**src/rtl/plist_pkg.sv**
```systemverilog
// Package for the positional insert/delete list.
// Holds sizes, field widths, request and status codes, and the controller/datapath
// command types. It has no dependencies.
package plist_pkg;

    localparam int CAPACITY = 128;
    localparam int ADDR_W   = (CAPACITY > 1) ? $clog2(CAPACITY) : 1;
    localparam int CNT_W    = $clog2(CAPACITY + 1);

    localparam int KIND_W   = 2;
    localparam int POS_W    = 8;
    localparam int ELEM_W   = 32;
    localparam int STATUS_W = 2;
    localparam int COUNT_W  = 8;

    // Position and count are compared at a common width.
    localparam int CMP_W    = (CNT_W > POS_W) ? CNT_W : POS_W;

    typedef enum logic [KIND_W-1:0] {
        KIND_INSERT = 2'd0,
        KIND_DELETE = 2'd1,
        KIND_READ   = 2'd2,
        KIND_CLEAR  = 2'd3
    } kind_t;

    typedef enum logic [STATUS_W-1:0] {
        ST_OK     = 2'd0,
        ST_FULL   = 2'd1,
        ST_EMPTY  = 2'd2,
        ST_BADPOS = 2'd3
    } status_t;

    typedef enum logic [2:0] {
        S_IDLE,
        S_DECIDE,
        S_SHIFT_UP,
        S_PLACE,
        S_SHIFT_DN,
        S_FINISH
    } state_t;

    typedef enum logic [2:0] {
        PTR_HOLD,
        PTR_POS,
        PTR_TOP,
        PTR_POS_UP,
        PTR_DEC,
        PTR_INC
    } ptr_op_t;

    typedef enum logic [1:0] {
        WR_NONE,
        WR_ELEM_POS,
        WR_SHIFT_UP,
        WR_SHIFT_DN
    } wr_op_t;

    typedef enum logic [1:0] {
        CNT_HOLD,
        CNT_INC,
        CNT_DEC,
        CNT_CLEAR
    } cnt_op_t;

    typedef struct packed {
        logic    take_req;
        logic    take_status;
        ptr_op_t ptr_op;
        logic    rd_en;
        wr_op_t  wr_op;
        cnt_op_t cnt_op;
        logic    load_result;
    } dp_cmd_t;

    typedef struct packed {
        kind_t   kind;
        status_t chk;
        logic    pos_eq_cnt;
        logic    pos_eq_last;
        logic    ptr_at_pos;
        logic    ptr_at_last;
        logic    out_free;
    } dp_stat_t;

endpackage

```
**src/rtl/plist_if.sv**
```systemverilog
// Handshake interfaces for the request and result words of the list block.
// Depends on plist_pkg for the field widths.
interface plist_req_if import plist_pkg::*; ();
    logic                     valid;
    logic                     ready;
    logic [KIND_W-1:0]        kind;
    logic [POS_W-1:0]         position;
    logic signed [ELEM_W-1:0] element;

    modport source (output valid, output kind, output position, output element, input ready);
    modport sink   (input valid, input kind, input position, input element, output ready);
endinterface

interface plist_rsp_if import plist_pkg::*; ();
    logic                     valid;
    logic                     ready;
    logic [STATUS_W-1:0]      status;
    logic [COUNT_W-1:0]       count;
    logic signed [ELEM_W-1:0] read_value;

    modport source (output valid, output status, output count, output read_value, input ready);
    modport sink   (input valid, input status, input count, input read_value, output ready);
endinterface

```
**src/rtl/plist_dp.sv**
```systemverilog
// Datapath of the list: request registers, entry memory, count, shift pointer
// and result register. Depends on plist_pkg; driven by plist_ctrl.
module plist_dp import plist_pkg::*;
(
    input  logic                     clk,
    input  logic                     rst_n,
    input  dp_cmd_t                  cmd,
    output dp_stat_t                 stat,
    input  logic [KIND_W-1:0]        req_kind,
    input  logic [POS_W-1:0]         req_position,
    input  logic signed [ELEM_W-1:0] req_element,
    output logic                     out_valid,
    input  logic                     out_ready,
    output logic [STATUS_W-1:0]      out_status,
    output logic [COUNT_W-1:0]       out_count,
    output logic signed [ELEM_W-1:0] out_read_value
);

    logic [ELEM_W-1:0] mem [CAPACITY];

    kind_t                 kind_reg;
    logic [POS_W-1:0]      pos_reg;
    logic [ELEM_W-1:0]     elem_reg;
    status_t               stat_reg;
    logic [CNT_W-1:0]      count_reg, count_next;
    logic [ADDR_W-1:0]     ptr_reg, ptr_next;
    logic [ELEM_W-1:0]     rd_data_reg;
    logic                  out_valid_reg;
    status_t               out_status_reg;
    logic [COUNT_W-1:0]    out_count_reg;
    logic [ELEM_W-1:0]     out_value_reg;

    logic [CMP_W-1:0]      pos_cmp, cnt_cmp;
    logic [ADDR_W-1:0]     pos_addr, last_addr;
    status_t               chk;
    logic                  wr_en;
    logic [ADDR_W-1:0]     wr_addr;
    logic [ELEM_W-1:0]     wr_data;

    assign pos_cmp   = CMP_W'(pos_reg);
    assign cnt_cmp   = CMP_W'(count_reg);
    assign pos_addr  = ADDR_W'(pos_reg);
    assign last_addr = ADDR_W'(count_reg - CNT_W'(1));

    // Outcome of the held request against the current count.
    always_comb
    begin
        chk = ST_OK;
        case (kind_reg)
            KIND_INSERT:
            begin
                if (count_reg >= CNT_W'(CAPACITY))
                    chk = ST_FULL;
                else if (pos_cmp > cnt_cmp)
                    chk = ST_BADPOS;
            end
            KIND_DELETE, KIND_READ:
            begin
                if (count_reg == '0)
                    chk = ST_EMPTY;
                else if (pos_cmp >= cnt_cmp)
                    chk = ST_BADPOS;
            end
            default: chk = ST_OK;
        endcase
    end

    always_comb
    begin
        stat.kind        = kind_reg;
        stat.chk         = chk;
        stat.pos_eq_cnt  = (pos_cmp == cnt_cmp);
        stat.pos_eq_last = (pos_cmp + CMP_W'(1) == cnt_cmp);
        stat.ptr_at_pos  = (ptr_reg == pos_addr);
        stat.ptr_at_last = (ptr_reg == last_addr);
        stat.out_free    = !out_valid_reg || out_ready;
    end

    always_comb
    begin
        case (cmd.ptr_op)
            PTR_POS:    ptr_next = pos_addr;
            PTR_TOP:    ptr_next = last_addr;
            PTR_POS_UP: ptr_next = pos_addr + ADDR_W'(1);
            PTR_DEC:    ptr_next = ptr_reg - ADDR_W'(1);
            PTR_INC:    ptr_next = ptr_reg + ADDR_W'(1);
            default:    ptr_next = ptr_reg;
        endcase
    end

    always_comb
    begin
        case (cmd.cnt_op)
            CNT_INC:   count_next = count_reg + CNT_W'(1);
            CNT_DEC:   count_next = count_reg - CNT_W'(1);
            CNT_CLEAR: count_next = '0;
            default:   count_next = count_reg;
        endcase
    end

    // The shifting writes move the word just read one slot up or down.
    always_comb
    begin
        wr_en   = 1'b1;
        wr_addr = pos_addr;
        wr_data = elem_reg;
        case (cmd.wr_op)
            WR_ELEM_POS:
            begin
                wr_addr = pos_addr;
                wr_data = elem_reg;
            end
            WR_SHIFT_UP:
            begin
                wr_addr = ptr_reg + ADDR_W'(1);
                wr_data = rd_data_reg;
            end
            WR_SHIFT_DN:
            begin
                wr_addr = ptr_reg - ADDR_W'(1);
                wr_data = rd_data_reg;
            end
            default: wr_en = 1'b0;
        endcase
    end

    always_ff @(posedge clk)
    begin
        if (wr_en)
            mem[wr_addr] <= wr_data;
        if (cmd.rd_en)
            rd_data_reg <= mem[ptr_next];
    end

    always_ff @(posedge clk)
    begin
        if (cmd.take_req)
        begin
            kind_reg <= kind_t'(req_kind);
            pos_reg  <= req_position;
            elem_reg <= req_element;
        end
        if (cmd.take_status)
            stat_reg <= chk;
        ptr_reg <= ptr_next;
        if (cmd.load_result)
        begin
            out_status_reg <= stat_reg;
            out_count_reg  <= COUNT_W'(count_reg);
            out_value_reg  <= (stat_reg == ST_OK && kind_reg == KIND_READ) ? rd_data_reg : '0;
        end
    end

    always_ff @(posedge clk or negedge rst_n)
    begin
        if (!rst_n)
        begin
            count_reg     <= '0;
            out_valid_reg <= 1'b0;
        end
        else
        begin
            count_reg <= count_next;
            if (cmd.load_result)
                out_valid_reg <= 1'b1;
            else if (out_ready)
                out_valid_reg <= 1'b0;
        end
    end

    assign out_valid      = out_valid_reg;
    assign out_status     = out_status_reg;
    assign out_count      = out_count_reg;
    assign out_read_value = out_value_reg;

endmodule

```
**src/rtl/plist_ctrl.sv**
```systemverilog
// Controller state machine of the list: sequences one request through decision,
// entry shifting and result hand-off. Depends on plist_pkg; drives plist_dp.
module plist_ctrl import plist_pkg::*;
(
    input  logic     clk,
    input  logic     rst_n,
    input  logic     in_valid,
    output logic     in_ready,
    input  dp_stat_t stat,
    output dp_cmd_t  cmd
);

    state_t state_reg, state_next;

    always_ff @(posedge clk or negedge rst_n)
    begin
        if (!rst_n)
            state_reg <= S_IDLE;
        else
            state_reg <= state_next;
    end

    always_comb
    begin
        state_next = state_reg;
        case (state_reg)
            S_IDLE:
                if (in_valid)
                    state_next = S_DECIDE;
            S_DECIDE:
            begin
                state_next = S_FINISH;
                if (stat.chk == ST_OK)
                begin
                    if (stat.kind == KIND_INSERT && !stat.pos_eq_cnt)
                        state_next = S_SHIFT_UP;
                    else if (stat.kind == KIND_DELETE && !stat.pos_eq_last)
                        state_next = S_SHIFT_DN;
                end
            end
            S_SHIFT_UP:
                if (stat.ptr_at_pos)
                    state_next = S_PLACE;
            S_PLACE:
                state_next = S_FINISH;
            S_SHIFT_DN:
                if (stat.ptr_at_last)
                    state_next = S_FINISH;
            S_FINISH:
                if (stat.out_free)
                    state_next = S_IDLE;
            default:
                state_next = S_IDLE;
        endcase
    end

    always_comb
    begin
        in_ready        = 1'b0;
        cmd.take_req    = 1'b0;
        cmd.take_status = 1'b0;
        cmd.ptr_op      = PTR_HOLD;
        cmd.rd_en       = 1'b0;
        cmd.wr_op       = WR_NONE;
        cmd.cnt_op      = CNT_HOLD;
        cmd.load_result = 1'b0;
        case (state_reg)
            S_IDLE:
            begin
                in_ready     = 1'b1;
                cmd.take_req = in_valid;
            end
            S_DECIDE:
            begin
                cmd.take_status = 1'b1;
                if (stat.chk == ST_OK)
                begin
                    case (stat.kind)
                        KIND_INSERT:
                        begin
                            if (stat.pos_eq_cnt)
                            begin
                                cmd.wr_op  = WR_ELEM_POS;
                                cmd.cnt_op = CNT_INC;
                            end
                            else
                            begin
                                cmd.ptr_op = PTR_TOP;
                                cmd.rd_en  = 1'b1;
                            end
                        end
                        KIND_DELETE:
                        begin
                            if (stat.pos_eq_last)
                                cmd.cnt_op = CNT_DEC;
                            else
                            begin
                                cmd.ptr_op = PTR_POS_UP;
                                cmd.rd_en  = 1'b1;
                            end
                        end
                        KIND_READ:
                        begin
                            cmd.ptr_op = PTR_POS;
                            cmd.rd_en  = 1'b1;
                        end
                        default:
                            cmd.cnt_op = CNT_CLEAR;
                    endcase
                end
            end
            S_SHIFT_UP:
            begin
                cmd.wr_op = WR_SHIFT_UP;
                if (!stat.ptr_at_pos)
                begin
                    cmd.ptr_op = PTR_DEC;
                    cmd.rd_en  = 1'b1;
                end
            end
            S_PLACE:
            begin
                cmd.wr_op  = WR_ELEM_POS;
                cmd.cnt_op = CNT_INC;
            end
            S_SHIFT_DN:
            begin
                cmd.wr_op = WR_SHIFT_DN;
                if (stat.ptr_at_last)
                    cmd.cnt_op = CNT_DEC;
                else
                begin
                    cmd.ptr_op = PTR_INC;
                    cmd.rd_en  = 1'b1;
                end
            end
            S_FINISH:
                cmd.load_result = stat.out_free;
            default:
                in_ready = 1'b0;
        endcase
    end

endmodule

```
**src/rtl/positional_insert_delete_list_top.sv**
```systemverilog
// Top level of the positional insert/delete list.
// Depends on plist_pkg, plist_if, plist_ctrl and plist_dp.
//
//  Channel  Dir  Fields                         Word
//  req      in   kind, position, element        one request
//  rsp      out  status, count, read_value      one result per request
//
// Read, clear, an append at the end, a delete of the last entry and a rejected request
// go from the decide state straight to the final state, which loads the result register,
// and the next request is taken once the block is back in idle. With one read and one
// write port, an insert moves one entry per shift step and then places the new word, and
// a delete moves one entry per shift step. Reset clears the state machine,
// the count and the result valid; a stalled result holds the block in its final state.
module positional_insert_delete_list_top import plist_pkg::*;
(
    input logic       clk,
    input logic       rst_n,
    plist_req_if.sink req,
    plist_rsp_if.source rsp
);

    dp_cmd_t  cmd;
    dp_stat_t stat;

    // The controller only sequences; every stored data value lives in the datapath.
    plist_ctrl u_ctrl
    (
        .clk      (clk),
        .rst_n    (rst_n),
        .in_valid (req.valid),
        .in_ready (req.ready),
        .stat     (stat),
        .cmd      (cmd)
    );

    // The datapath holds the entry memory, the count and the result register.
    plist_dp u_dp
    (
        .clk            (clk),
        .rst_n          (rst_n),
        .cmd            (cmd),
        .stat           (stat),
        .req_kind       (req.kind),
        .req_position   (req.position),
        .req_element    (req.element),
        .out_valid      (rsp.valid),
        .out_ready      (rsp.ready),
        .out_status     (rsp.status),
        .out_count      (rsp.count),
        .out_read_value (rsp.read_value)
    );

endmodule
```
**src/flat_wrapper.sv**
```systemverilog
// flat-port wrapper written by rule: the top's interface ports become plain ports
module positional_insert_delete_list_top_flat import plist_pkg::*;
  (clk, rst_n, req_valid, req_kind, req_position, req_element, req_ready, rsp_valid, rsp_status, rsp_count, rsp_read_value, rsp_ready);
  plist_req_if req_i ();
  plist_rsp_if rsp_i ();
  input logic clk;
  input logic rst_n;
  input wire logic [$bits(req_i.valid)-1:0] req_valid;
  input wire logic [$bits(req_i.kind)-1:0] req_kind;
  input wire logic [$bits(req_i.position)-1:0] req_position;
  input wire logic [$bits(req_i.element)-1:0] req_element;
  output wire logic [$bits(req_i.ready)-1:0] req_ready;
  output wire logic [$bits(rsp_i.valid)-1:0] rsp_valid;
  output wire logic [$bits(rsp_i.status)-1:0] rsp_status;
  output wire logic [$bits(rsp_i.count)-1:0] rsp_count;
  output wire logic [$bits(rsp_i.read_value)-1:0] rsp_read_value;
  input wire logic [$bits(rsp_i.ready)-1:0] rsp_ready;
  assign req_i.valid = req_valid;
  assign req_i.kind = req_kind;
  assign req_i.position = req_position;
  assign req_i.element = req_element;
  assign req_ready = req_i.ready;
  assign rsp_valid = rsp_i.valid;
  assign rsp_status = rsp_i.status;
  assign rsp_count = rsp_i.count;
  assign rsp_read_value = rsp_i.read_value;
  assign rsp_i.ready = rsp_ready;
  positional_insert_delete_list_top u_core (.clk(clk), .rst_n(rst_n), .req(req_i), .rsp(rsp_i));
endmodule
```
**config.mk**
```make
export PLATFORM = sky130hd
export DESIGN_NAME = positional_insert_delete_list_top_flat
export DESIGN_NICKNAME = d
export VERILOG_FILES = /design/src/rtl/plist_pkg.sv /design/src/rtl/plist_if.sv /design/src/rtl/plist_dp.sv /design/src/rtl/plist_ctrl.sv /design/src/rtl/positional_insert_delete_list_top.sv /design/src/flat_wrapper.sv
export SDC_FILE = /design/constraint.sdc
export NUM_CORES = 2
export LEC_CHECK = 0
export ABC_AREA = 1
export BUFFER_PORTS_ARGS = -buffer_cell sky130_fd_sc_hd__buf_2
export CAP_MARGIN = 40
export CELL_PAD_IN_SITES_DETAIL_PLACEMENT = 1
export CELL_PAD_IN_SITES_GLOBAL_PLACEMENT = 1
export CORE_MARGIN = 1
export CORE_UTILIZATION = 45
export CTS_CLUSTER_DIAMETER = 50
export DETAILED_ROUTE_END_ITERATION = 16
export PLACE_DENSITY = 0.66
export SLEW_MARGIN = 20
export SYNTH_ARGS = -nofsm -noshare
export SYNTH_HDL_FRONTEND = slang
export SYNTH_HIERARCHICAL = 1
export SYNTH_SLANG_ARGS = --single-unit
```
**constraint.sdc**
```tcl
create_clock -name clk -period 22 [get_ports clk]
set_clock_uncertainty 0.1 [all_clocks]
set_input_delay 4.4 -clock clk [delete_from_list [all_inputs] [get_ports clk]]
set_output_delay 4.4 -clock clk [all_outputs]
set_load 0.05 [all_outputs]
```
==> summary.txt <==
Post-synth EDFFs = 4214
Post-Syn Area = 0.1725 mm²
Hold Fails Final Rpt = 0
Setup WS pre-CTS = 11070 ps
Vias in the first global route = 127100
Residual DRC = 0
Initial antenna violation count = 18
Starting DRC count in detailed routing = 13880
Worst Setup End Kind = flop
Reg-to-reg startpoint = u_core/u_dp/cnt_cmp[7]
Hold Slack = 370.4 ps
Cell count after synthesis = 14170
Clk buf depth = 4
Top-Level Pins = 90
Die X = 621.1 µm
Worst vdd ir = 0.08146 mV
Worst Path Buf+Inv = 15
Top area cells in the synthesized netlist = edfxtp_1, nand3_1, nand2_1
RSZ-0062 raised after global routing = false
FF+latch count, synth = 4233
CP Class = flop to flop
Endpoints failing setup = 0
Arrival time worst endpoint = 11050 ps
HPWL after DPL = 345.3 mm
Switching Share = 20.26%
Inserted Clock Buffers = 524
Sequential area share after synthesis = 73.63%
Hold Crit Class = flop to flop
Full die area = 0.3857 mm²
Pwr Total = 17.13 mW
Outcome = complete, no violations
Global Route Usage Sum = 31.65%
Clk pwr share = 49.0%
Cell with the largest stage delay on the worst path = nand3_1
Routed vias/inst = 6.290
WL per Instance = 31.78 µm
Crit path from = u_core/u_dp/cnt_cmp[7]
Cts repair resizes = 0
Setup Buffers After CTS = 0
Primary FF master, synth = edfxtp_1
Setup_tns = 0 ps
Port buffer count = 89
Fin crit share = 46.64%
Ratio of cells with drive above 1 in the final layout = 10.27%
Largest area contributor in the netlist = edfxtp_1
Largest net degree at the start of global routing = 170
Combinational power share = 0%
R2R cell count = 38
Most used cell along the critical path = nand3_1
Max Fanout on Critical Path = 104
Detailed Route WL = 623.1 mm
Area grow syn2layout = 14.67%
Placement Rows = 226
Max stage delay on crit path = 540 ps
Final ANT Viol Nets = 0
Max Slew Vio Count = 0
Rel. slew slack = 30.85%
Hold endpoint = u_core/u_dp/out_status[0]
Synth top area share = 73.37%
Most common cell after layout, fill and taps aside = nand3_1
Part of the power in registers = 51.0%
Fin worst setup slack = 11740 ps
Worst-path clk slew = 60 ps
Worst Tran Pin Value = 1037 ps
Fmax = 97.45 MHz
DIE HEIGHT = 621.1 µm
Post-layout nets = 14240
Psw = 3.470 mW
Crit start category = flop
Leakage power = 59.19 nW
CTS tree = built
H-Tree Level Count = 6
HP Start = u_core/u_dp/stat_reg[0]
Root buf cell = clkbuf_16
CP required = 22790 ps
Flip-flop count of the largest register after layout = 4096
PD cells = 86.60 mW/mm²
Worst hold path cell count = 0
Design Area, Final = 0.1978 mm²
GP Congestion = 0.8451
Initial core utilization = 45.38%
Register bank with the most flops = u_core/u_dp/mem
Syn Area/Cell = 12.17 µm²
First-pass GRT wire length = 896.6 mm
Via count = 123300
Min cycle time layout = 10260 ps
Clock sink total = 4233
CORE AREA = 0.3800 mm²
Placed instance area = 0.1802 mm²
Post-synth ARST share = 0.2835%
CP top delay family = buffers and inverters
Clock latency on the worst-skew pair = 1050 ps
Syn. warnings = 6
R2r endpoint = u_core/u_dp/rd_data_reg[27]
Max Cap Viol = 0
CTS Hold Bufs = 0
Mapped Nets = 14230
Drt pass-1 iters = 5
Most frequent cells in the layout = nand3_1, edfxtp_1, nand2_1
R2R Setup Slk = 11740 ps
Fill cells = 38170
Distinct cells, synth = 40
Internal = 13.66 mW
Remaining global-route overflow = 0
==> per-layer routing <==
layer / global-route usage (%) / wire (µm) / part of all wire [%] / vias up
li1: - / - / - / 51770
met1: 41.51 / 245100 / 39 / 64490
met2: 51.47 / 294800 / 47 / 5790
met3: 4.298 / 47290 / 7.6 / 1266
met4: 16.69 / 35800 / 5.7 / 6
met5: 0 / 38 / 0.0061 / -
==> cell type report <==
| type | instances | area, µm² | area share [%] |
|---|---|---|---|
| sequential | 4233 | 127000 | 64.21 |
| multi-input combinational | 8743 | 41560 | 21.01 |
| clock buffer | 641 | 13850 | 7.003 |
| tap | 5016 | 6276 | 3.173 |
| timing repair buffer | 548 | 5778 | 2.922 |
| clock inverter | 296 | 2816 | 1.424 |
| inverter | 122 | 493.0 | 0.2493 |
| antenna | 8 | 20.02 | 0.01012 |
==> synthesized netlist by cell type, types with 3 or more instances <==
cell type,n
clkinv_1,5
buf_2,599
ha_1,17
inv_1,105
o22ai_1,3
xor2_1,24
clkbuf_1,299
o21ai_0,52
xnor2_1,9
nand4_1,12
a21oi_1,7
nor2_2,6
nand2_1,3004
nor4_1,4
o21ai_1,3
nand3_2,3
buf_4,38
nor2_1,225
nor3_1,12
dfrtp_1,12
buf_1,134
nand3_1,5337
o221ai_1,6
dfxtp_1,7
edfxtp_1,4214
inv_2,11
==> worst max-delay path by stage <==
stage | slack, ps | endpoint | cells after the start
after detailed placement | 11070 | u_core/u_dp/rd_data_reg[27] | 34
after global routing | 10980 | u_core/u_dp/rd_data_reg[27] | 38
after floorplan | 12750 | u_core/u_dp/out_count[0] | 4
after global placement | 11290 | u_core/u_dp/rd_data_reg[7] | 34
after CTS | 10980 | u_core/u_dp/rd_data_reg[27] | 34
final | 11740 | u_core/u_dp/rd_data_reg[27] | 38
==> metrics by stage <==
step | cells | util [%]
after floorplan | 14170 | -
after global placement | 18560 | 46.98
after detailed placement | 18630 | 47.41
after CTS | 19560 | 51.79
after global routing | 19600 | 52.04
final | 19610 | 52.04
==> power groups by stage <==
stage / clock network, mW / registers, mW / logic [mW]
3_5_place_dp: 0 / 8.90 / 0.00568
5_1_grt: 8.76 / 8.73 / 0.00588
3_3_place_gp: 0 / 8.90 / 0.00557
6_report: 8.39 / 8.73 / 0.00550
2_1_floorplan: 0 / 8.90 / 0.000113
4_1_cts: 8.47 / 8.73 / 0.00573
==> logic make-up (layout without fill, tap and decap cells) <==
| kind of cell | after synthesis | count (layout) | synth area share, % |
|---|---|---|---|
| XOR/XNOR | 33 | 33 | 0.1676 |
| flip-flops | 4233 | 4233 | 73.63 |
| adder cells (fa/ha/maj) | 17 | 17 | 0.1233 |
| buffers and inverters | 1193 | 1607 | 3.121 |
| AO/OA/AOI/OAI | 85 | 85 | 0.2924 |
| other | 0 | 8 | 0 |
| AND/OR/NAND/NOR | 8608 | 8608 | 22.67 |
Note: power is estimated with default switching activity, not from simulation.
